[src/sv/spq_pkg.sv]
// shared types, codes and sizes of the sorted priority queue
package spq_pkg;

    // number of slots in the cell chain
    localparam int CAPACITY = 16;
    // count width, wide enough to hold CAPACITY itself
    localparam int CNT_W = $clog2(CAPACITY + 1);

    // operation codes
    localparam logic [1:0] OP_INSERT = 2'd0;
    localparam logic [1:0] OP_REMOVE = 2'd1;
    localparam logic [1:0] OP_CLEAR  = 2'd2;

    // status codes
    localparam logic [1:0] ST_DONE  = 2'd0;
    localparam logic [1:0] ST_EMPTY = 2'd1;
    localparam logic [1:0] ST_FULL  = 2'd2;

    // command beat
    typedef struct packed {
        logic [1:0]  opcode;
        logic [15:0] entry_priority;
        logic [15:0] payload_tag;
    } t_in_beat;

    // result beat
    typedef struct packed {
        logic [1:0]  status;
        logic [15:0] head_priority;
        logic [15:0] head_payload;
        logic [4:0]  occupancy;
    } t_out_beat;

    // one stored entry
    typedef struct packed {
        logic [15:0] pri;
        logic [15:0] tag;
    } t_slot;

    // control broadcast to every cell
    typedef struct packed {
        logic  insert;
        logic  remove;
        t_slot new_slot;
    } t_cell_ctrl;

endpackage

[src/sv/spq_cell.sv]
// one slot of the sorted chain: holds an entry, shifts toward either neighbor
module spq_cell (
    input  logic               i_clk,
    input  spq_pkg::t_cell_ctrl i_ctrl,
    input  logic               i_occ,
    input  logic               i_prev_keep,
    input  spq_pkg::t_slot     i_prev_slot,
    input  spq_pkg::t_slot     i_next_slot,
    output logic               o_keep,
    output spq_pkg::t_slot     o_slot
);

    spq_pkg::t_slot r_slot;
    spq_pkg::t_slot n_slot;

    // entry stays in place on insert when it is served ahead of the new one
    assign o_keep = i_occ && (r_slot.pri < i_ctrl.new_slot.pri);
    assign o_slot = r_slot;

    // next slot content
    always_comb begin
        n_slot = r_slot;
        if (i_ctrl.insert) begin
            if (!o_keep) begin
                n_slot = i_prev_keep ? i_ctrl.new_slot : i_prev_slot;
            end
        end else if (i_ctrl.remove) begin
            n_slot = i_next_slot;
        end
    end

    // slot register, payload only
    always_ff @(posedge i_clk) begin
        r_slot <= n_slot;
    end

endmodule

[src/sv/sorted_priority_queue.sv]
// top level of the sorted priority queue built as a chain of slot cells
//
// Usage: drive i_in with a command beat and raise i_start. The beat is taken
// at a rising edge with i_start high and o_busy low; o_busy stays low, so a
// new command can be given in every cycle.
// Commands: insert places the entry ahead of all stored entries whose
// priority is greater or equal; remove pops the head; clear empties the
// queue. Insert on a full queue is dropped with status full; remove on an
// empty queue reports status empty.
// Each command gives exactly one result beat on o_out, marked by o_done for
// one cycle, in the cycle right after the command was taken.
// Throughput is one command per cycle: every cell compares its own entry
// with the new priority in parallel and shifts in the same cycle, so the
// single compare and select per cell sets the cycle.
// The receiver cannot stall; a result not taken in its cycle is gone.
// Reset (synchronous, active low) empties the queue and drops o_done; slot
// contents are not cleared, as only occupied slots are ever read.
module sorted_priority_queue (
    input  logic              i_clk,
    input  logic              i_rst_n,
    input  logic              i_start,
    input  spq_pkg::t_in_beat i_in,
    output logic              o_busy,
    output logic              o_done,
    output spq_pkg::t_out_beat o_out
);

    localparam int CAP = spq_pkg::CAPACITY;
    localparam int CW  = spq_pkg::CNT_W;

    logic [CW-1:0]         r_count;
    logic [CW-1:0]         n_count;
    logic                  r_done;
    spq_pkg::t_out_beat    r_out;
    spq_pkg::t_out_beat    n_out;
    spq_pkg::t_cell_ctrl   ctrl;
    logic                  accept;
    logic                  full;
    logic                  empty;
    logic [CAP-1:0]        keep;
    spq_pkg::t_slot        slots [CAP];

    assign accept = i_start && !o_busy;
    assign full   = (r_count == CW'(CAP));
    assign empty  = (r_count == '0);

    // command decode, next count and result
    always_comb begin
        n_count             = r_count;
        ctrl.insert         = 1'b0;
        ctrl.remove         = 1'b0;
        ctrl.new_slot.pri   = i_in.entry_priority;
        ctrl.new_slot.tag   = i_in.payload_tag;
        n_out.status        = spq_pkg::ST_DONE;
        n_out.head_priority = '0;
        n_out.head_payload  = '0;
        case (i_in.opcode)
            spq_pkg::OP_INSERT: begin
                if (full) begin
                    n_out.status = spq_pkg::ST_FULL;
                end else begin
                    ctrl.insert = accept;
                    n_count     = r_count + CW'(1);
                end
            end
            spq_pkg::OP_REMOVE: begin
                if (empty) begin
                    n_out.status = spq_pkg::ST_EMPTY;
                end else begin
                    ctrl.remove         = accept;
                    n_count             = r_count - CW'(1);
                    n_out.head_priority = slots[0].pri;
                    n_out.head_payload  = slots[0].tag;
                end
            end
            spq_pkg::OP_CLEAR: begin
                n_count = '0;
            end
            default: begin
                n_count = r_count;
            end
        endcase
        n_out.occupancy = 5'(n_count);
    end

    // chain of slot cells, slot 0 is the head
    for (genvar g = 0; g < CAP; g++) begin : g_cell
        localparam logic [CW-1:0] IDX = CW'(g);
        logic           occ;
        logic           prev_keep;
        spq_pkg::t_slot prev_slot;
        spq_pkg::t_slot next_slot;

        assign occ = (IDX < r_count);
        if (g == 0) begin : g_first
            assign prev_keep = 1'b1;
            assign prev_slot = ctrl.new_slot;
        end else begin : g_mid
            assign prev_keep = keep[g-1];
            assign prev_slot = slots[g-1];
        end
        if (g == CAP - 1) begin : g_last
            assign next_slot = slots[g];
        end else begin : g_inner
            assign next_slot = slots[g+1];
        end

        spq_cell u_cell (
            .i_clk       (i_clk),
            .i_ctrl      (ctrl),
            .i_occ       (occ),
            .i_prev_keep (prev_keep),
            .i_prev_slot (prev_slot),
            .i_next_slot (next_slot),
            .o_keep      (keep[g]),
            .o_slot      (slots[g])
        );
    end

    // count and done strobe
    always_ff @(posedge i_clk) begin
        if (!i_rst_n) begin
            r_count <= '0;
            r_done  <= 1'b0;
        end else begin
            r_done <= accept;
            if (accept) begin
                r_count <= n_count;
            end
        end
    end

    // result beat register
    always_ff @(posedge i_clk) begin
        if (accept) begin
            r_out <= n_out;
        end
    end

    assign o_busy = 1'b0;
    assign o_done = r_done;
    assign o_out  = r_out;

endmodule

[config.mk]
export PLATFORM = sky130hd
export DESIGN_NAME = sorted_priority_queue
export DESIGN_NICKNAME = d
export VERILOG_FILES = /design/src/sv/spq_pkg.sv /design/src/sv/spq_cell.sv /design/src/sv/sorted_priority_queue.sv
export SDC_FILE = /design/constraint.sdc
export NUM_CORES = 2
export LEC_CHECK = 0
export ABC_AREA = 1
export BUFFER_PORTS_ARGS = -buffer_cell sky130_fd_sc_hd__buf_2
export CORE_MARGIN = 3
export CORE_UTILIZATION = 40
export CTS_CLUSTER_SIZE = 40
export DETAILED_ROUTE_END_ITERATION = 8
export PLACE_DENSITY = 0.6
export REMOVE_ABC_BUFFERS = 1
export SYNTH_ARGS = -nofsm -noshare
export SYNTH_HDL_FRONTEND = slang
export SYNTH_SLANG_ARGS = --single-unit
[constraint.sdc]
create_clock -name i_clk -period 6.1 [get_ports i_clk]
set_input_delay 0.61 -clock i_clk [delete_from_list [all_inputs] [get_ports i_clk]]
set_output_delay 0.61 -clock i_clk [all_outputs]
set_load 0.05 [all_outputs]
# == Yosys cells after proc, flatten, opt, wreduce, memory -nomap -nowiden ==
# Cells that the tools add are included.
# totals
reg_bits,557
input_bits,37
output_inout_bits,41
# classes
addsub,2
magnitude_cmp,32
eq_ne,18
muxes,70
bitwise,2
n_reduce_logical,36
# op_table
operator,n
$mux 32,60
$lt 16x16->1,16
$lt 4x5->1 const A,8
$reduce_and 2->1,16
$ne 2x2->1 const B,15
$lt 3x5->1 const A,4
$logic_and 1x1->1,16
$pmux 5 s3,1
$lt 1x5->1 const A,2
$lt 2x5->1 const A,2
$mux 5,2
$add 5x1->5 const B,1
$eq 5x5->1 const B,1
$logic_not 5->1,1
$mux 1,5
$sub 5x1->5 const B,1
$pmux 2 s2,1
$eq 2x1->1 const B,1
$eq 2x2->1 const B,1
$logic_not 2->1,1
$mux 2,1
$not 1->1,2
$reduce_bool 2->1,1
$reduce_or 2->1,1

# == Longest topological paths before layout ==
# logic_depth
word_depth,5
ltp_mapped,16

# == Hierarchy ==
# Synthesis repeated with hierarchy kept, for this count alone.
# unflattened
hier_cells,4146
area_unflattened_um2,34305.4
# modules_own_cells
module,instances,cells_per_inst,area_per_inst_um2
spq_cell (g_cell[0].u_cell ...),15,245,2010.7
sorted_priority_queue,1,228,2138.3
spq_cell (g_cell[9].u_cell),1,243,2006.9

# == Least setup slack after synthesis ==
# Ideal clock, no wire load.
# synth_path
kind,input port to flip-flop
startpoint,input port i_in[31] (netlist bit)
endpoint,"register g_cell[9].u_cell.r_slot, in the netlist g_cell[9].u_cell.o_slot[0], enable pin"
setup_time_ns,0.389
arrival_time_ns,2.758
path_slack_ns,2.952
path_stages,10
path_cell_list,inv_1 ha_1 nand2_1 or2_2 nand3_1 nor2_1 nand2_1 nand2_1 buf_2 nand2_1
# synth_between
elab_chain_cells,4
# synth_lines
item,line_no,text
from (decl),sorted_priority_queue.sv:22,"input spq_pkg::t_in_beat i_in,"
$lt 16x16->1,spq_cell.sv:17,assign o_keep = i_occ && (r_slot.pri < i_ctrl.new_slot.pri);
$logic_and 1x1->1,spq_cell.sv:17,
$ne 2x2->1 (no source line),-,
$reduce_and 2->1 (no source line),-,
to (signal assigned),spq_cell.sv:34,r_slot <= n_slot;
to (decl),spq_cell.sv:13,spq_pkg::t_slot r_slot;
# Every way passes these cells.
# A chain may end at the register's enable or synchronous reset.

# == Final worst setup path ==
# layout_path
startpoint,register r_count[0]
endpoint,"register g_cell[13].u_cell.r_slot, in the netlist g_cell[13].u_cell.o_slot[0], enable pin"
# layout_between
elab_chain_cells,5
# layout_lines
item,line_no,text
from (decl),sorted_priority_queue.sv:31,logic [CW-1:0] r_count;
from (signal assigned),sorted_priority_queue.sv:128,r_count <= n_count;
"parallel branches: the longest is 4 deep, another holds $lt 4x5->1",-,
$reduce_and 2->1 (no source line) *,-,
to (signal assigned),spq_cell.sv:34,
to (decl),spq_cell.sv:13,
# Mark *: on every way between the ends.

==> metrics.md <==
| Metric | Value |
|---|---|
| Status | complete, no violations |
| WS Path Type | reg2reg |
| CTS Buffer Depth | 3 |
| DP Wirelength | 63700 um |
| Most frequent cells in the layout | nand2_1 (2603), inv_1 (561), edfxtp_1 (551) |
| RSZ-0062 raised after global routing | no |
| CP Launch Point | r_count[0] |
| Post-CTS resize count | 0 |
| Vias per cell | 4.71 |
| Pins Over Slew Limit | 0 |
| Crit path required time | 6410 ps |
| Die height | 301 um |
| CP startpoint kind | flip-flop |
| Reg2reg start | r_count[0] |
| Commonest non-fill, non-tap cell in the layout | nand2_1 |
| Initial antenna violation count | 2 |
| Total die area | 90400 um2 |
| CTS tree | built |
| WL per Instance | 15.4 um |
| FF+latch area | 16700 um2 |
| GRT overflow | 0 |
| Synth warn | 0 |
| Sw frac | 28.6% |
| Drt pass-1 iters | 6 |
| Num rows | 107 |
| Min-delay worst type | in2reg |
| Final hold viol count | 0 |
| Total CTS buffers | 61 |
| Setup repair bufs after CTS | 0 |
| Netlist Area Pre-Place | 34700 um2 |
| Clock sink count | 557 |
| Final worst clock skew | 29.7 ps |
| GR Util All Layers | 19.4% |
| Final Cell Area | 37900 um2 |
| Syn-to-layout area delta | 9.08% |
| Total leakage power | 0.0217 uW |
| Worst setup margin | 2350 ps |
| Buffers on Ports | 76 |
| Worst setup EP type | flip-flop |
| Fin Setup TNS | 0 ps |
| Reg2reg path depth | 11 |
| Pwr/cell area | 256 nW/um2 |
| Max_cap viols | 0 |
| Largest net degree at the start of global routing | 239 |
| CORE AREA | 85700 um2 |
| Crit path DAT | 4060 ps |
| Flop2flop setup slack | 2350 ps |
| Multi-input combinational cell area | 15000 um2 |
| Initial DRC Count | 2183 |
| Seq cells post-synth | 557 |
| Global-route wire length before repair | 143000 um |
| Combinational Power Share | 15.7% |
| Minimum clock period | 3750 ps |
| Pint | 6930 uW |
| Ports | 78 |
| Final setup viols | 0 |
| Hold-fix buffers, CTS | 0 |
| Final period utilization | 61.5% |
| Power share of the clock group | 36.2% |
| VDD IR max | 0.000242 V |
| Placement Setup Slack | 2020 ps |
| Horiz. Die Dim | 301 um |
| Routed WL | 88900 um |
| Fillers | 8662 |
| Worst flop-to-flop path endpoint | g_cell[13].u_cell.o_slot[0] |
| Syn_area_per_cell | 7.57 um2 |
| Fraction of layout cells with a size suffix above 1 | 5.56% |
| # nets final | 4875 |
| Routability congestion estimate | 0.862 |
| Clock Latency Late Sink | 660 ps |
| CTS clk-pin slew, worst paths | 60 ps |
| CTS H-tree lvls | 2 |
| Cell variety after synth | 32 |
| Sw Pwr | 2770 uW |
| Post-route DRC | 0 |
| Buffer type at the clock tree root | clkbuf_16 |
| Slew of the pin with the lowest slew margin | 1170 ps |
| Post-placement cell area | 36000 um2 |
| Seq/Total Area, Yosys | 48.0% |
| End of the critical path | g_cell[13].u_cell.o_slot[0] |
| Via count | 27269 |
| Vias in the first global route | 26333 |
| Peak Freq | 266 MHz |
| Rel. slew slack | 22.2% |
| Initial Util | 40.5% |
| Cells after synthesis | 4588 |
| Post-DRT Antenna Nets | 0 |
| Critical path peak fanout | 23 |
| Register share of total power | 48.2% |
==> flip-flops by register name, indices dropped and copies added, names as in the netlist <==
signal	cells
g_cell.u_cell.o_slot	512
o_out	39
o_done	1
r_count	5
==> cell families (layout without fill, tap and decap cells) <==
kind of cell | count (synthesis) | in the layout | synth area share [%]
flip-flops | 557 | 557 | 48.0
AND/OR/NAND/NOR | 2846 | 2846 | 31.6
other | 1 | 2 | 0.0108
adder cells (fa/ha/maj) | 243 | 243 | 8.76
buffers and inverters | 753 | 809 | 8.83
AO/OA/AOI/OAI | 188 | 188 | 2.86
==> cell type report <==
cell class | count | share of cell area, %
Inverter | 564 | 5.61
Antenna cell | 1 | 0.00661
Sequential cell | 557 | 44.0
Clock buffer | 82 | 4.24
Multi-Input combinational cell | 3278 | 39.6
Timing Repair Buffer | 133 | 2.17
Clock inverter | 30 | 0.621
Tap cell | 1144 | 3.78
==> metal layers <==
metal	GRT usage, %	routed length (um)	up-vias
met4	4.76	1920	2
met3	2.36	4770	129
met2	31.0	39100	698
met1	28.1	43100	12208
met5	0	20	-
li1	-	-	14232
==> worst min path at each step <==
| stage | startpoint | end | slack, ps | cells past startpoint |
|---|---|---|---|---|
| 2_1_floorplan | g_cell[15].u_cell.o_slot[0] | g_cell[14].u_cell.o_slot[0] | 490 | 2 |
| 3_3_place_gp | g_cell[15].u_cell.o_slot[14] | g_cell[14].u_cell.o_slot[14] | 500 | 2 |
| 3_5_place_dp | g_cell[15].u_cell.o_slot[15] | g_cell[14].u_cell.o_slot[15] | 500 | 2 |
| 4_1_cts | i_rst_n | o_done | 220 | 3 |
| 5_1_grt | i_rst_n | r_count[0] | 240 | 3 |
| 6_report | i_rst_n | o_done | 260 | 3 |
==> through the flow <==
step / hold WS [ps] / std cells / utilization (%) / total power [uW]
global placement: 497 / 5676 / 42.1 / 6230
global route: 244 / 5788 / 44.2 / 10200
floorplan: 494 / 4399 / - / 5800
detailed placement: 501 / 5676 / 42.1 / 6270
finish: 257 / 5789 / 44.2 / 9700
CTS: 221 / 5788 / 44.2 / 9800
==> cell usage after synthesis (all sizes together) <==
master,n,share of area (%)
a211oi,2,0.043
a21o,4,0.086
a21oi,92,1.3
a31oi,3,0.054
buf,150,2.3
clkbuf,39,0.43
clkinv,1,0.011
conb,1,0.011
dfxtp,6,0.35
edfxtp,551,48
ha,243,8.8
inv,563,6.1
nand2,2642,29
nand3,59,0.85
nand3b,1,0.022
nand4,14,0.25
nor2,110,1.3
nor3,17,0.28
nor3b,1,0.022
o211ai,3,0.065
o21a,8,0.17
o21ai,74,1.1
o21bai,2,0.043
or2,2,0.036
==> worst max-delay path, cell delays in order (launching register included) <==
cell,delay [ps]
dfxtp_1,500
inv_1,150
ha_1,220
inv_1,90
nor2_2,70
nand3_1,110
nand2_2,100
nor2_8,580
buf_4,490
nand2_2,100
nand2_1,540
buf_4,430
==> power by group through the flow <==
stage,Sequential (uW),Combinational (uW),Clock [uW]
2_1_floorplan,4760,1040,0
3_3_place_gp,4740,1490,0
3_5_place_dp,4750,1520,0
4_1_cts,4670,1530,3600
5_1_grt,4690,1760,3750
6_report,4670,1520,3510
Power figures use the tool's default switching activity.
